==> src/design/cle_pkg.sv <==
// Package of the circular list engine: command and status codes, field widths,
// control state and cell operation types. Depends on nothing.
`timescale 1ns / 1ps
`default_nettype none

package cle_pkg;

  localparam int CMD_W    = 4;
  localparam int STATUS_W = 2;

  localparam logic [CMD_W-1:0] CMD_ADD_HEAD  = 4'd0;
  localparam logic [CMD_W-1:0] CMD_ADD_AFTER = 4'd1;
  localparam logic [CMD_W-1:0] CMD_ADD_TAIL  = 4'd2;
  localparam logic [CMD_W-1:0] CMD_DEL_HEAD  = 4'd3;
  localparam logic [CMD_W-1:0] CMD_DEL_KEY   = 4'd4;
  localparam logic [CMD_W-1:0] CMD_DEL_TAIL  = 4'd5;
  localparam logic [CMD_W-1:0] CMD_SEARCH    = 4'd6;
  localparam logic [CMD_W-1:0] CMD_COUNT     = 4'd7;
  localparam logic [CMD_W-1:0] CMD_SUM       = 4'd8;
  localparam logic [CMD_W-1:0] CMD_DUMP      = 4'd9;

  localparam logic [STATUS_W-1:0] ST_OK       = 2'd0;
  localparam logic [STATUS_W-1:0] ST_EMPTY    = 2'd1;
  localparam logic [STATUS_W-1:0] ST_NOTFOUND = 2'd2;
  localparam logic [STATUS_W-1:0] ST_FULL     = 2'd3;

  typedef enum logic [1:0] {
    S_IDLE,
    S_SCAN,
    S_FINISH
  } state_t;

  typedef enum logic [1:0] {
    OP_HOLD,
    OP_ROTATE,
    OP_INSERT,
    OP_DELETE
  } cell_op_t;

endpackage

`default_nettype wire

==> src/design/cle_if.sv <==
// Valid/ready channel interfaces of the circular list engine: command and result.
// Depends on cle_pkg for the command and status widths.
`timescale 1ns / 1ps
`default_nettype none

interface cle_req_if #(
  parameter int DATA_WIDTH = 32
);
  import cle_pkg::*;

  logic                         valid;
  logic                         ready;
  logic [CMD_W-1:0]             cmd;
  logic signed [DATA_WIDTH-1:0] new_value;
  logic signed [DATA_WIDTH-1:0] match_key;

  modport source (output valid, output cmd, output new_value, output match_key,
                  input ready);
  modport sink (input valid, input cmd, input new_value, input match_key,
                output ready);
endinterface

interface cle_rsp_if #(
  parameter int DATA_WIDTH = 32,
  parameter int COUNT_W    = 5
);
  import cle_pkg::*;

  logic                         valid;
  logic                         ready;
  logic [STATUS_W-1:0]          status;
  logic signed [DATA_WIDTH-1:0] item_value;
  logic [COUNT_W-1:0]           entry_count;
  logic signed [DATA_WIDTH-1:0] total_sum;
  logic                         last;

  modport source (output valid, output status, output item_value, output entry_count,
                  output total_sum, output last, input ready);
  modport sink (input valid, input status, input item_value, input entry_count,
                input total_sum, input last, output ready);
endinterface

`default_nettype wire

==> src/design/cle_cell.sv <==
// One storage cell of the list ring: holds the entry at a fixed position and
// takes a neighbor's value to rotate, open a gap or close one. Depends on cle_pkg.
`timescale 1ns / 1ps
`default_nettype none

module cle_cell #(
  parameter int DATA_WIDTH = 32,
  parameter int CNT_W      = 5,
  parameter int INDEX      = 0
) (
  input  logic                  clk,
  input  cle_pkg::cell_op_t     op,
  input  logic [CNT_W-1:0]      pos,
  input  logic [CNT_W-1:0]      tail,
  input  logic [DATA_WIDTH-1:0] new_value,
  input  logic [DATA_WIDTH-1:0] prev_value,
  input  logic [DATA_WIDTH-1:0] next_value,
  input  logic [DATA_WIDTH-1:0] head_value,
  output logic [DATA_WIDTH-1:0] value
);
  import cle_pkg::*;

  localparam logic [CNT_W-1:0] IDX = CNT_W'(INDEX);

  logic [DATA_WIDTH-1:0] value_next;

  always_comb begin
    value_next = value;
    unique case (op)
      OP_ROTATE: begin
        if (IDX == tail) begin
          value_next = head_value;
        end else if (IDX < tail) begin
          value_next = next_value;
        end
      end
      OP_INSERT: begin
        if (IDX == pos) begin
          value_next = new_value;
        end else if (IDX > pos) begin
          value_next = prev_value;
        end
      end
      OP_DELETE: begin
        if (IDX >= pos) begin
          value_next = next_value;
        end
      end
      default: value_next = value;
    endcase
  end

  always_ff @(posedge clk) begin
    value <= value_next;
  end

endmodule

`default_nettype wire

==> src/design/circular_list_engine.sv <==
// Top level of the circular list engine: command decode, ring of storage cells,
// scan control and result register. Depends on cle_pkg, cle_if and cle_cell.
//
//   Channel  Modport  Beat
//   req      sink     cmd, new_value, match_key
//   rsp      source   status, item_value, entry_count, total_sum, last
//
// Add head, add tail, deletes of head or tail, count and unused codes go straight to the finish state.
// Add after key, delete by key, search and sum on N entries first scan all N of them:
// the ring rotates one entry past the head cell per cycle and comes back in order.
// A dump of N entries gives N beats, one per cycle while the result beat is not stalled.
// Reset clears the entry count and the control state; entry values stay undefined.
// A stalled result beat holds the engine before it writes its next result.
`timescale 1ns / 1ps
`default_nettype none

module circular_list_engine #(
  parameter int CAPACITY   = 16,
  parameter int DATA_WIDTH = 32
) (
  input  logic      clk,
  input  logic      rst,
  cle_req_if.sink   req,
  cle_rsp_if.source rsp
);
  import cle_pkg::*;

  localparam int CNT_W = $clog2(CAPACITY + 1);

  state_t                state;
  state_t                state_next;
  logic [CNT_W-1:0]      occupancy;
  logic [CNT_W-1:0]      occ_next;
  logic [CMD_W-1:0]      cmd_r;
  logic [DATA_WIDTH-1:0] nv_r;
  logic [DATA_WIDTH-1:0] key_r;
  logic [CNT_W-1:0]      idx;
  logic                  found;
  logic [CNT_W-1:0]      pos;
  logic [DATA_WIDTH-1:0] sum_r;

  logic                  out_valid;
  logic [STATUS_W-1:0]   status_r;
  logic [DATA_WIDTH-1:0] item_r;
  logic [CNT_W-1:0]      count_r;
  logic [DATA_WIDTH-1:0] sum_out;
  logic                  last_r;

  logic                  accept;
  logic                  scan_needed;
  logic                  scan_end;
  logic                  scan_step;
  logic                  out_free;
  logic                  out_load;
  logic                  is_empty;
  logic                  is_full;
  logic [STATUS_W-1:0]   ld_status;
  logic [DATA_WIDTH-1:0] ld_item;
  logic [DATA_WIDTH-1:0] ld_sum;
  logic                  ld_last;
  cell_op_t              cell_op;
  logic [CNT_W-1:0]      op_pos;
  logic [CNT_W-1:0]      tail;

  logic [DATA_WIDTH-1:0] cell_val [CAPACITY];

  assign req.ready   = (state == S_IDLE);
  assign accept      = req.valid && (state == S_IDLE);
  assign is_empty    = (occupancy == '0);
  assign is_full     = (occupancy == CNT_W'(CAPACITY));
  assign tail        = occupancy - CNT_W'(1);
  assign scan_end    = (idx == tail);
  assign out_free    = !out_valid || rsp.ready;
  assign scan_needed = !is_empty && (req.cmd == CMD_ADD_AFTER || req.cmd == CMD_DEL_KEY ||
                                     req.cmd == CMD_SEARCH || req.cmd == CMD_SUM ||
                                     req.cmd == CMD_DUMP);

  for (genvar i = 0; i < CAPACITY; i++) begin : g_cell
    cle_cell #(
      .DATA_WIDTH(DATA_WIDTH),
      .CNT_W     (CNT_W),
      .INDEX     (i)
    ) u_cell (
      .clk       (clk),
      .op        (cell_op),
      .pos       (op_pos),
      .tail      (tail),
      .new_value (nv_r),
      .prev_value(cell_val[(i == 0) ? i : i - 1]),
      .next_value(cell_val[(i == CAPACITY - 1) ? i : i + 1]),
      .head_value(cell_val[0]),
      .value     (cell_val[i])
    );
  end

  always_comb begin
    state_next = state;
    occ_next   = occupancy;
    cell_op    = OP_HOLD;
    op_pos     = '0;
    scan_step  = 1'b0;
    out_load   = 1'b0;
    ld_status  = ST_OK;
    ld_item    = '0;
    ld_sum     = '0;
    ld_last    = 1'b1;
    unique case (state)
      S_IDLE: begin
        if (req.valid) begin
          state_next = scan_needed ? S_SCAN : S_FINISH;
        end
      end
      S_SCAN: begin
        if (cmd_r != CMD_DUMP || out_free) begin
          scan_step = 1'b1;
          cell_op   = OP_ROTATE;
          if (cmd_r == CMD_DUMP) begin
            out_load = 1'b1;
            ld_item  = cell_val[0];
            ld_last  = scan_end;
          end
          if (scan_end) begin
            state_next = (cmd_r == CMD_DUMP) ? S_IDLE : S_FINISH;
          end
        end
      end
      S_FINISH: begin
        if (out_free) begin
          out_load   = 1'b1;
          state_next = S_IDLE;
          unique case (cmd_r)
            CMD_ADD_HEAD, CMD_ADD_TAIL: begin
              if (is_full) begin
                ld_status = ST_FULL;
              end else begin
                cell_op  = OP_INSERT;
                op_pos   = (cmd_r == CMD_ADD_HEAD) ? '0 : occupancy;
                occ_next = occupancy + CNT_W'(1);
              end
            end
            CMD_ADD_AFTER: begin
              if (is_empty) begin
                ld_status = ST_EMPTY;
              end else if (!found) begin
                ld_status = ST_NOTFOUND;
              end else if (is_full) begin
                ld_status = ST_FULL;
              end else begin
                cell_op  = OP_INSERT;
                op_pos   = pos + CNT_W'(1);
                occ_next = occupancy + CNT_W'(1);
              end
            end
            CMD_DEL_HEAD, CMD_DEL_TAIL: begin
              if (is_empty) begin
                ld_status = ST_EMPTY;
              end else begin
                cell_op  = OP_DELETE;
                op_pos   = (cmd_r == CMD_DEL_HEAD) ? '0 : tail;
                occ_next = tail;
              end
            end
            CMD_DEL_KEY: begin
              if (is_empty) begin
                ld_status = ST_EMPTY;
              end else if (!found) begin
                ld_status = ST_NOTFOUND;
              end else begin
                cell_op  = OP_DELETE;
                op_pos   = pos;
                occ_next = tail;
              end
            end
            CMD_SEARCH: begin
              if (is_empty) begin
                ld_status = ST_EMPTY;
              end else if (!found) begin
                ld_status = ST_NOTFOUND;
              end
            end
            CMD_COUNT, CMD_DUMP: begin
              if (is_empty) begin
                ld_status = ST_EMPTY;
              end
            end
            CMD_SUM: begin
              if (is_empty) begin
                ld_status = ST_EMPTY;
              end else begin
                ld_sum = sum_r;
              end
            end
            default: ld_status = ST_OK;
          endcase
        end
      end
      default: state_next = S_IDLE;
    endcase
  end

  always_ff @(posedge clk) begin
    if (rst) begin
      state     <= S_IDLE;
      occupancy <= '0;
      out_valid <= 1'b0;
    end else begin
      state     <= state_next;
      occupancy <= occ_next;
      if (out_load) begin
        out_valid <= 1'b1;
      end else if (rsp.ready) begin
        out_valid <= 1'b0;
      end
    end
  end

  always_ff @(posedge clk) begin
    if (accept) begin
      cmd_r <= req.cmd;
      nv_r  <= req.new_value;
      key_r <= req.match_key;
      idx   <= '0;
      found <= 1'b0;
      pos   <= '0;
      sum_r <= '0;
    end else if (scan_step) begin
      idx   <= idx + CNT_W'(1);
      sum_r <= sum_r + cell_val[0];
      if (!found && cell_val[0] == key_r) begin
        found <= 1'b1;
        pos   <= idx;
      end
    end
    if (out_load) begin
      status_r <= ld_status;
      item_r   <= ld_item;
      count_r  <= occ_next;
      sum_out  <= ld_sum;
      last_r   <= ld_last;
    end
  end

  assign rsp.valid       = out_valid;
  assign rsp.status      = status_r;
  assign rsp.item_value  = item_r;
  assign rsp.entry_count = count_r;
  assign rsp.total_sum   = sum_out;
  assign rsp.last        = last_r;

endmodule

`default_nettype wire

==> src/flat_wrapper.sv <==
// flat-port wrapper written by rule: the top's interface ports become plain ports
module circular_list_engine_flat import cle_pkg::*;
#(
  parameter int CAPACITY   = 16,
  parameter int DATA_WIDTH = 32
)
  (clk, rst, req_valid, req_cmd, req_new_value, req_match_key, req_ready, rsp_valid, rsp_status, rsp_item_value, rsp_entry_count, rsp_total_sum, rsp_last, rsp_ready);
  cle_req_if #(.DATA_WIDTH(DATA_WIDTH)) req_i ();
  cle_rsp_if #(.DATA_WIDTH(DATA_WIDTH)) rsp_i ();
  input  logic clk;
  input  logic rst;
  input wire logic [$bits(req_i.valid)-1:0] req_valid;
  input wire logic [$bits(req_i.cmd)-1:0] req_cmd;
  input wire logic [$bits(req_i.new_value)-1:0] req_new_value;
  input wire logic [$bits(req_i.match_key)-1:0] req_match_key;
  output wire logic [$bits(req_i.ready)-1:0] req_ready;
  output wire logic [$bits(rsp_i.valid)-1:0] rsp_valid;
  output wire logic [$bits(rsp_i.status)-1:0] rsp_status;
  output wire logic [$bits(rsp_i.item_value)-1:0] rsp_item_value;
  output wire logic [$bits(rsp_i.entry_count)-1:0] rsp_entry_count;
  output wire logic [$bits(rsp_i.total_sum)-1:0] rsp_total_sum;
  output wire logic [$bits(rsp_i.last)-1:0] rsp_last;
  input wire logic [$bits(rsp_i.ready)-1:0] rsp_ready;
  assign req_i.valid = req_valid;
  assign req_i.cmd = req_cmd;
  assign req_i.new_value = req_new_value;
  assign req_i.match_key = req_match_key;
  assign req_ready = req_i.ready;
  assign rsp_valid = rsp_i.valid;
  assign rsp_status = rsp_i.status;
  assign rsp_item_value = rsp_i.item_value;
  assign rsp_entry_count = rsp_i.entry_count;
  assign rsp_total_sum = rsp_i.total_sum;
  assign rsp_last = rsp_i.last;
  assign rsp_i.ready = rsp_ready;
  circular_list_engine #(.CAPACITY(CAPACITY), .DATA_WIDTH(DATA_WIDTH)) u_core (.clk(clk), .rst(rst), .req(req_i), .rsp(rsp_i));
endmodule
==> config.mk <==
export PLATFORM = sky130hd
export DESIGN_NAME = circular_list_engine_flat
export DESIGN_NICKNAME = d
export VERILOG_FILES = /design/src/design/cle_pkg.sv /design/src/design/cle_if.sv /design/src/design/cle_cell.sv /design/src/design/circular_list_engine.sv /design/src/flat_wrapper.sv
export SDC_FILE = /design/constraint.sdc
export NUM_CORES = 2
export LEC_CHECK = 0
export BUFFER_PORTS_ARGS = -buffer_cell sky130_fd_sc_hd__buf_2
export CAP_MARGIN = 20
export CELL_PAD_IN_SITES_DETAIL_PLACEMENT = 1
export CELL_PAD_IN_SITES_GLOBAL_PLACEMENT = 1
export CORE_UTILIZATION = 47
export CTS_BUF_LIST = sky130_fd_sc_hd__clkbuf_4
export DETAILED_ROUTE_END_ITERATION = 6
export HOLD_SLACK_MARGIN = 0.03
export PLACE_DENSITY_LB_ADDON = 0.1
export SKIP_LAST_GASP = 1
export SLEW_MARGIN = 20
export SYNTH_ARGS = -nofsm -noshare
export SYNTH_HDL_FRONTEND = slang
export SYNTH_SLANG_ARGS = --single-unit
export TNS_END_PERCENT = 30
==> constraint.sdc <==
create_clock -name clk -period 6.2 [get_ports clk]
set_input_delay 0.93 -clock clk [delete_from_list [all_inputs] [get_ports clk]]
set_output_delay 0.93 -clock clk [all_outputs]
set_load 0.03 [all_outputs]
==> results.toml <==
[logic_synthesis]
synth_compound_area_share_pct = 19.3
syn_avg_cell_area_um2 = 11.1
muxShareOfSynthArea_pct = 9.74
yosysUniqueCellTypes = 89
syn_inst = 3440
ys_seq_area_share_pct = 54.2
async_flop_share_pct = 0
post_synth_fa_ha_maj_area_fraction_pct = 1.40
synth-edff-count = 652
syn_nets = 3554
synth_flop_cell = "edfxtp_1"
synth_area_mm2 = 0.0380
synth-seq-cells = 703
yosys.area_share.simple_pct = 9.79
synth_xor_area_share_pct = 1.45
yosys_warnings = 0
synth_top_family_by_area = "compound AO/OA/AOI/OAI gates"

[die]
core_area_mm2 = 0.0795
start_util_pct = 47.8
core.rowCount = 103
dieWidth_um = 286
pin_count = 146
die-height_um = 286
die_area_mm2 = 0.0821

[routing]
vias_per_cell = 6.65
routedWlPerCell_um = 30.5
post-route-drc-count = 2
vias = 31864
routed_wl_um = 146000
ant_nets = 0
first_pass_iters = 7
drtIter0Drc = 3333

[global_routing]
track_usage_pct = 35.4
grt_pass1_wl_um = 216000
grt_use_met1_pct = 45.1
gr-total-overflow = 0
busiest_layer = "met2"
met2_usage_pct = 56.3
antenna_found_initial = 4
grt_pass1_vias = 33568
grt_start_max_net_pins = 116
grtUsageMet3_pct = 7.65

[sta]
period_minus_slack_ns = 5.25
worstMarginPinSlew_ns = 1.20
fin_ws_ns = 0.952
skew_ns = 0.104
max_freq_mhz = 191
setup_viol = 0
finalHoldViolations = 0
maxSlewHeadroom_pct = 20.1
period_share_pct = 84.6
rsz0062_at_grt = "no"
drv_slew = 0
final.setup.tns_ns = 0

[clock_tree]
cts_tree = "done"
cts_buffers = 190
htree_levels = 4
cts-root-buf = "clkbuf_4"
cts_sinks = 703
postCtsSetupBuffers = 0
cts.clk_slew.worst_paths_ns = 0.07
clock_latency_ns = 1.16
cts_resized = 0
cts.path.max_buffers = 3

[cells_and_area]
layout.cells.non_filler = 4793
drive_gt1_share_pct = 17.2
fin_nets = 3704
fillerInstances = 8461
utilization_pct = 54.0
area_growth_syn_to_layout_pct = 12.9

[setup_path]
crit_arrival_ns = 5.96
crit_type = "reg2reg"
worst_setup_path_start_kind = "flop"
crit_start = "u_core.occupancy[0]"
rr_startpoint = "u_core.occupancy[0]"
cp.required_ns = 6.91
crit_fanout = 32
endpoint_kind = "flop"

[power_and_ir_drop]
ir_drop_v = 0.000148
powerDensity_mw_per_mm2 = 246
p_leak_nw = 16.6
total_power_w = 0.0106

[place]
gp_congestion = 0.905
port_buffers = 145
post-place-ws_ns = 1.12
dpl.cell_count = 4378
dp_hpwl_um = 91200

[run_status]
failed_checks = "DRC"
status = "finished, violations left"

[min_path]
hold_start = "rst"
hold_class = "in2reg"

[run]
max-cap-violations = 0
-- flip-flops by register name, indices dropped and copies added (netlist names) --
register	count
u_core.key_r	32
u_core.rsp.entry_count	5
u_core.rsp.total_sum	32
u_core.rsp.item_value	32
u_core.occupancy	5
u_core.cmd_r	4
u_core.nv_r	32
u_core.sum_r	32
u_core.rsp.valid	1
u_core.idx	5
u_core.rsp.last	1
u_core.rsp.status	2
u_core.pos	5
u_core.found	1
u_core.state	2
u_core.g_cell.u_cell.value	512
-- where the power goes --
group	leakage [nW]	switching (W)	total (W)	internal [W]
registers	6.38	0.000190	0.00549	0.00530
clock network	1.46	0.00214	0.00433	0.00219
logic	8.75	0.000497	0.000744	0.000247
-- layout by cell type (no fill, tap or decap), types with 11 or more instances in the layout --
cell type / count
and3_1: 11
a221o_1: 40
o211ai_1: 40
dfxtp_1: 51
nand4_1: 20
mux2i_1: 370
nand2b_1: 30
buf_4: 85
and2_1: 79
a211oi_1: 14
nand3_1: 65
nor2_1: 141
clkinv_1: 36
o221a_2: 20
a21o_1: 21
o22ai_1: 52
nor3_1: 41
ha_1: 41
clkbuf_4: 287
o21ai_1: 124
edfxtp_1: 652
inv_1: 33
nor2_4: 13
xnor2_1: 48
o21ai_0: 261
a22oi_1: 333
xor2_1: 15
buf_2: 145
a21oi_1: 134
nor3b_1: 11
nor2b_1: 15
dlygate4sd3_1: 67
nand2_1: 245
-- worst max-delay path, cell delays in order (launching register included) --
cell,delay [ns]
dfxtp_1,0.53
inv_1,0.18
ha_1,0.36
nor4b_4,0.77
a21oi_1,0.29
o211a_1,0.67
nor2_1,0.61
buf_4,0.26
o21ai_0,0.21
a221oi_4,0.30
buf_4,0.61
-- final timing paths --
path / slack, ns / cells past startpoint / endpoint
setup / recovery: 0.95 / 10 / u_core.g_cell[0].u_cell.value[23]
setup reg to reg: 0.95 / 10 / u_core.g_cell[0].u_cell.value[23]
hold / removal: 0.13 / 2 / u_core.occupancy[0]
hold reg to reg: 0.48 / 2 / u_core.sum_r[11]
-- synthesized netlist by cell type, types with 15 or more instances --
cell type,n,area share (%)
edfxtp_1,652,51
mux2i_1,370,9.7
a22oi_1,333,6.6
o21ai_0,268,3.5
clkbuf_1,266,2.6
nand2_1,250,2.5
nor2_1,153,1.5
a21oi_1,135,1.8
o21ai_1,124,1.6
and2_1,79,1.3
nand3_1,67,0.88
o22ai_1,52,0.86
dfxtp_1,51,2.7
xnor2_1,48,1.1
buf_2,46,0.61
nor3_1,43,0.57
ha_1,41,1.3
a221o_1,40,1.1
o211ai_1,40,0.79
inv_1,33,0.33
nand2b_1,30,0.49
buf_1,25,0.25
a21o_1,24,0.47
nand4_1,20,0.33
o221a_2,20,0.59
a211oi_1,15,0.30
nor2b_1,15,0.25
xor2_1,15,0.35
-- cell families (layout without fill, tap and decap cells) --
family,count (synthesis),in the layout
adder cells (fa/ha/maj),42,42
multiplexers,370,370
other,0,6
XOR/XNOR,63,63
AND/OR/NAND/NOR,751,751
AO/OA/AOI/OAI,1126,1126
buffers and inverters,385,682
flip-flops,703,703
-- area by class of cell --
class	count	area (µm²)	share of cell area [%]
antenna	6	15.0	0.0350
clock buffer	287	2150	5.02
clock inverter	52	282	0.656
inverter	35	134	0.312
multi-input combinational	2352	16200	37.7
sequential	703	20600	48.0
tap	1050	1310	3.06
timing repair buffer	308	2260	5.28
-- timing repair --
action                                 in CTS  in global routing
hold buffers                               67                  0
setup endpoints to repair                   0                  0
endpoints found under the hold margin      67                  0
-- per-stage QoR --
stage	hold slack, ns	cell area (µm²)
3_3_place_gp	0.459	39700
4_1_cts	0.0574	42800
3_5_place_dp	0.471	39700
2_1_floorplan	0.444	38000
6_report	0.130	42900
5_1_grt	0.101	42900
-- layer usage --
layer	up-vias	share of wire, %
met3	400	8.6
met1	16135	40
met2	1710	47
met5	-	0
li1	13619	-
met4	0	4.9
Note: power is estimated with default switching activity, not from simulation.
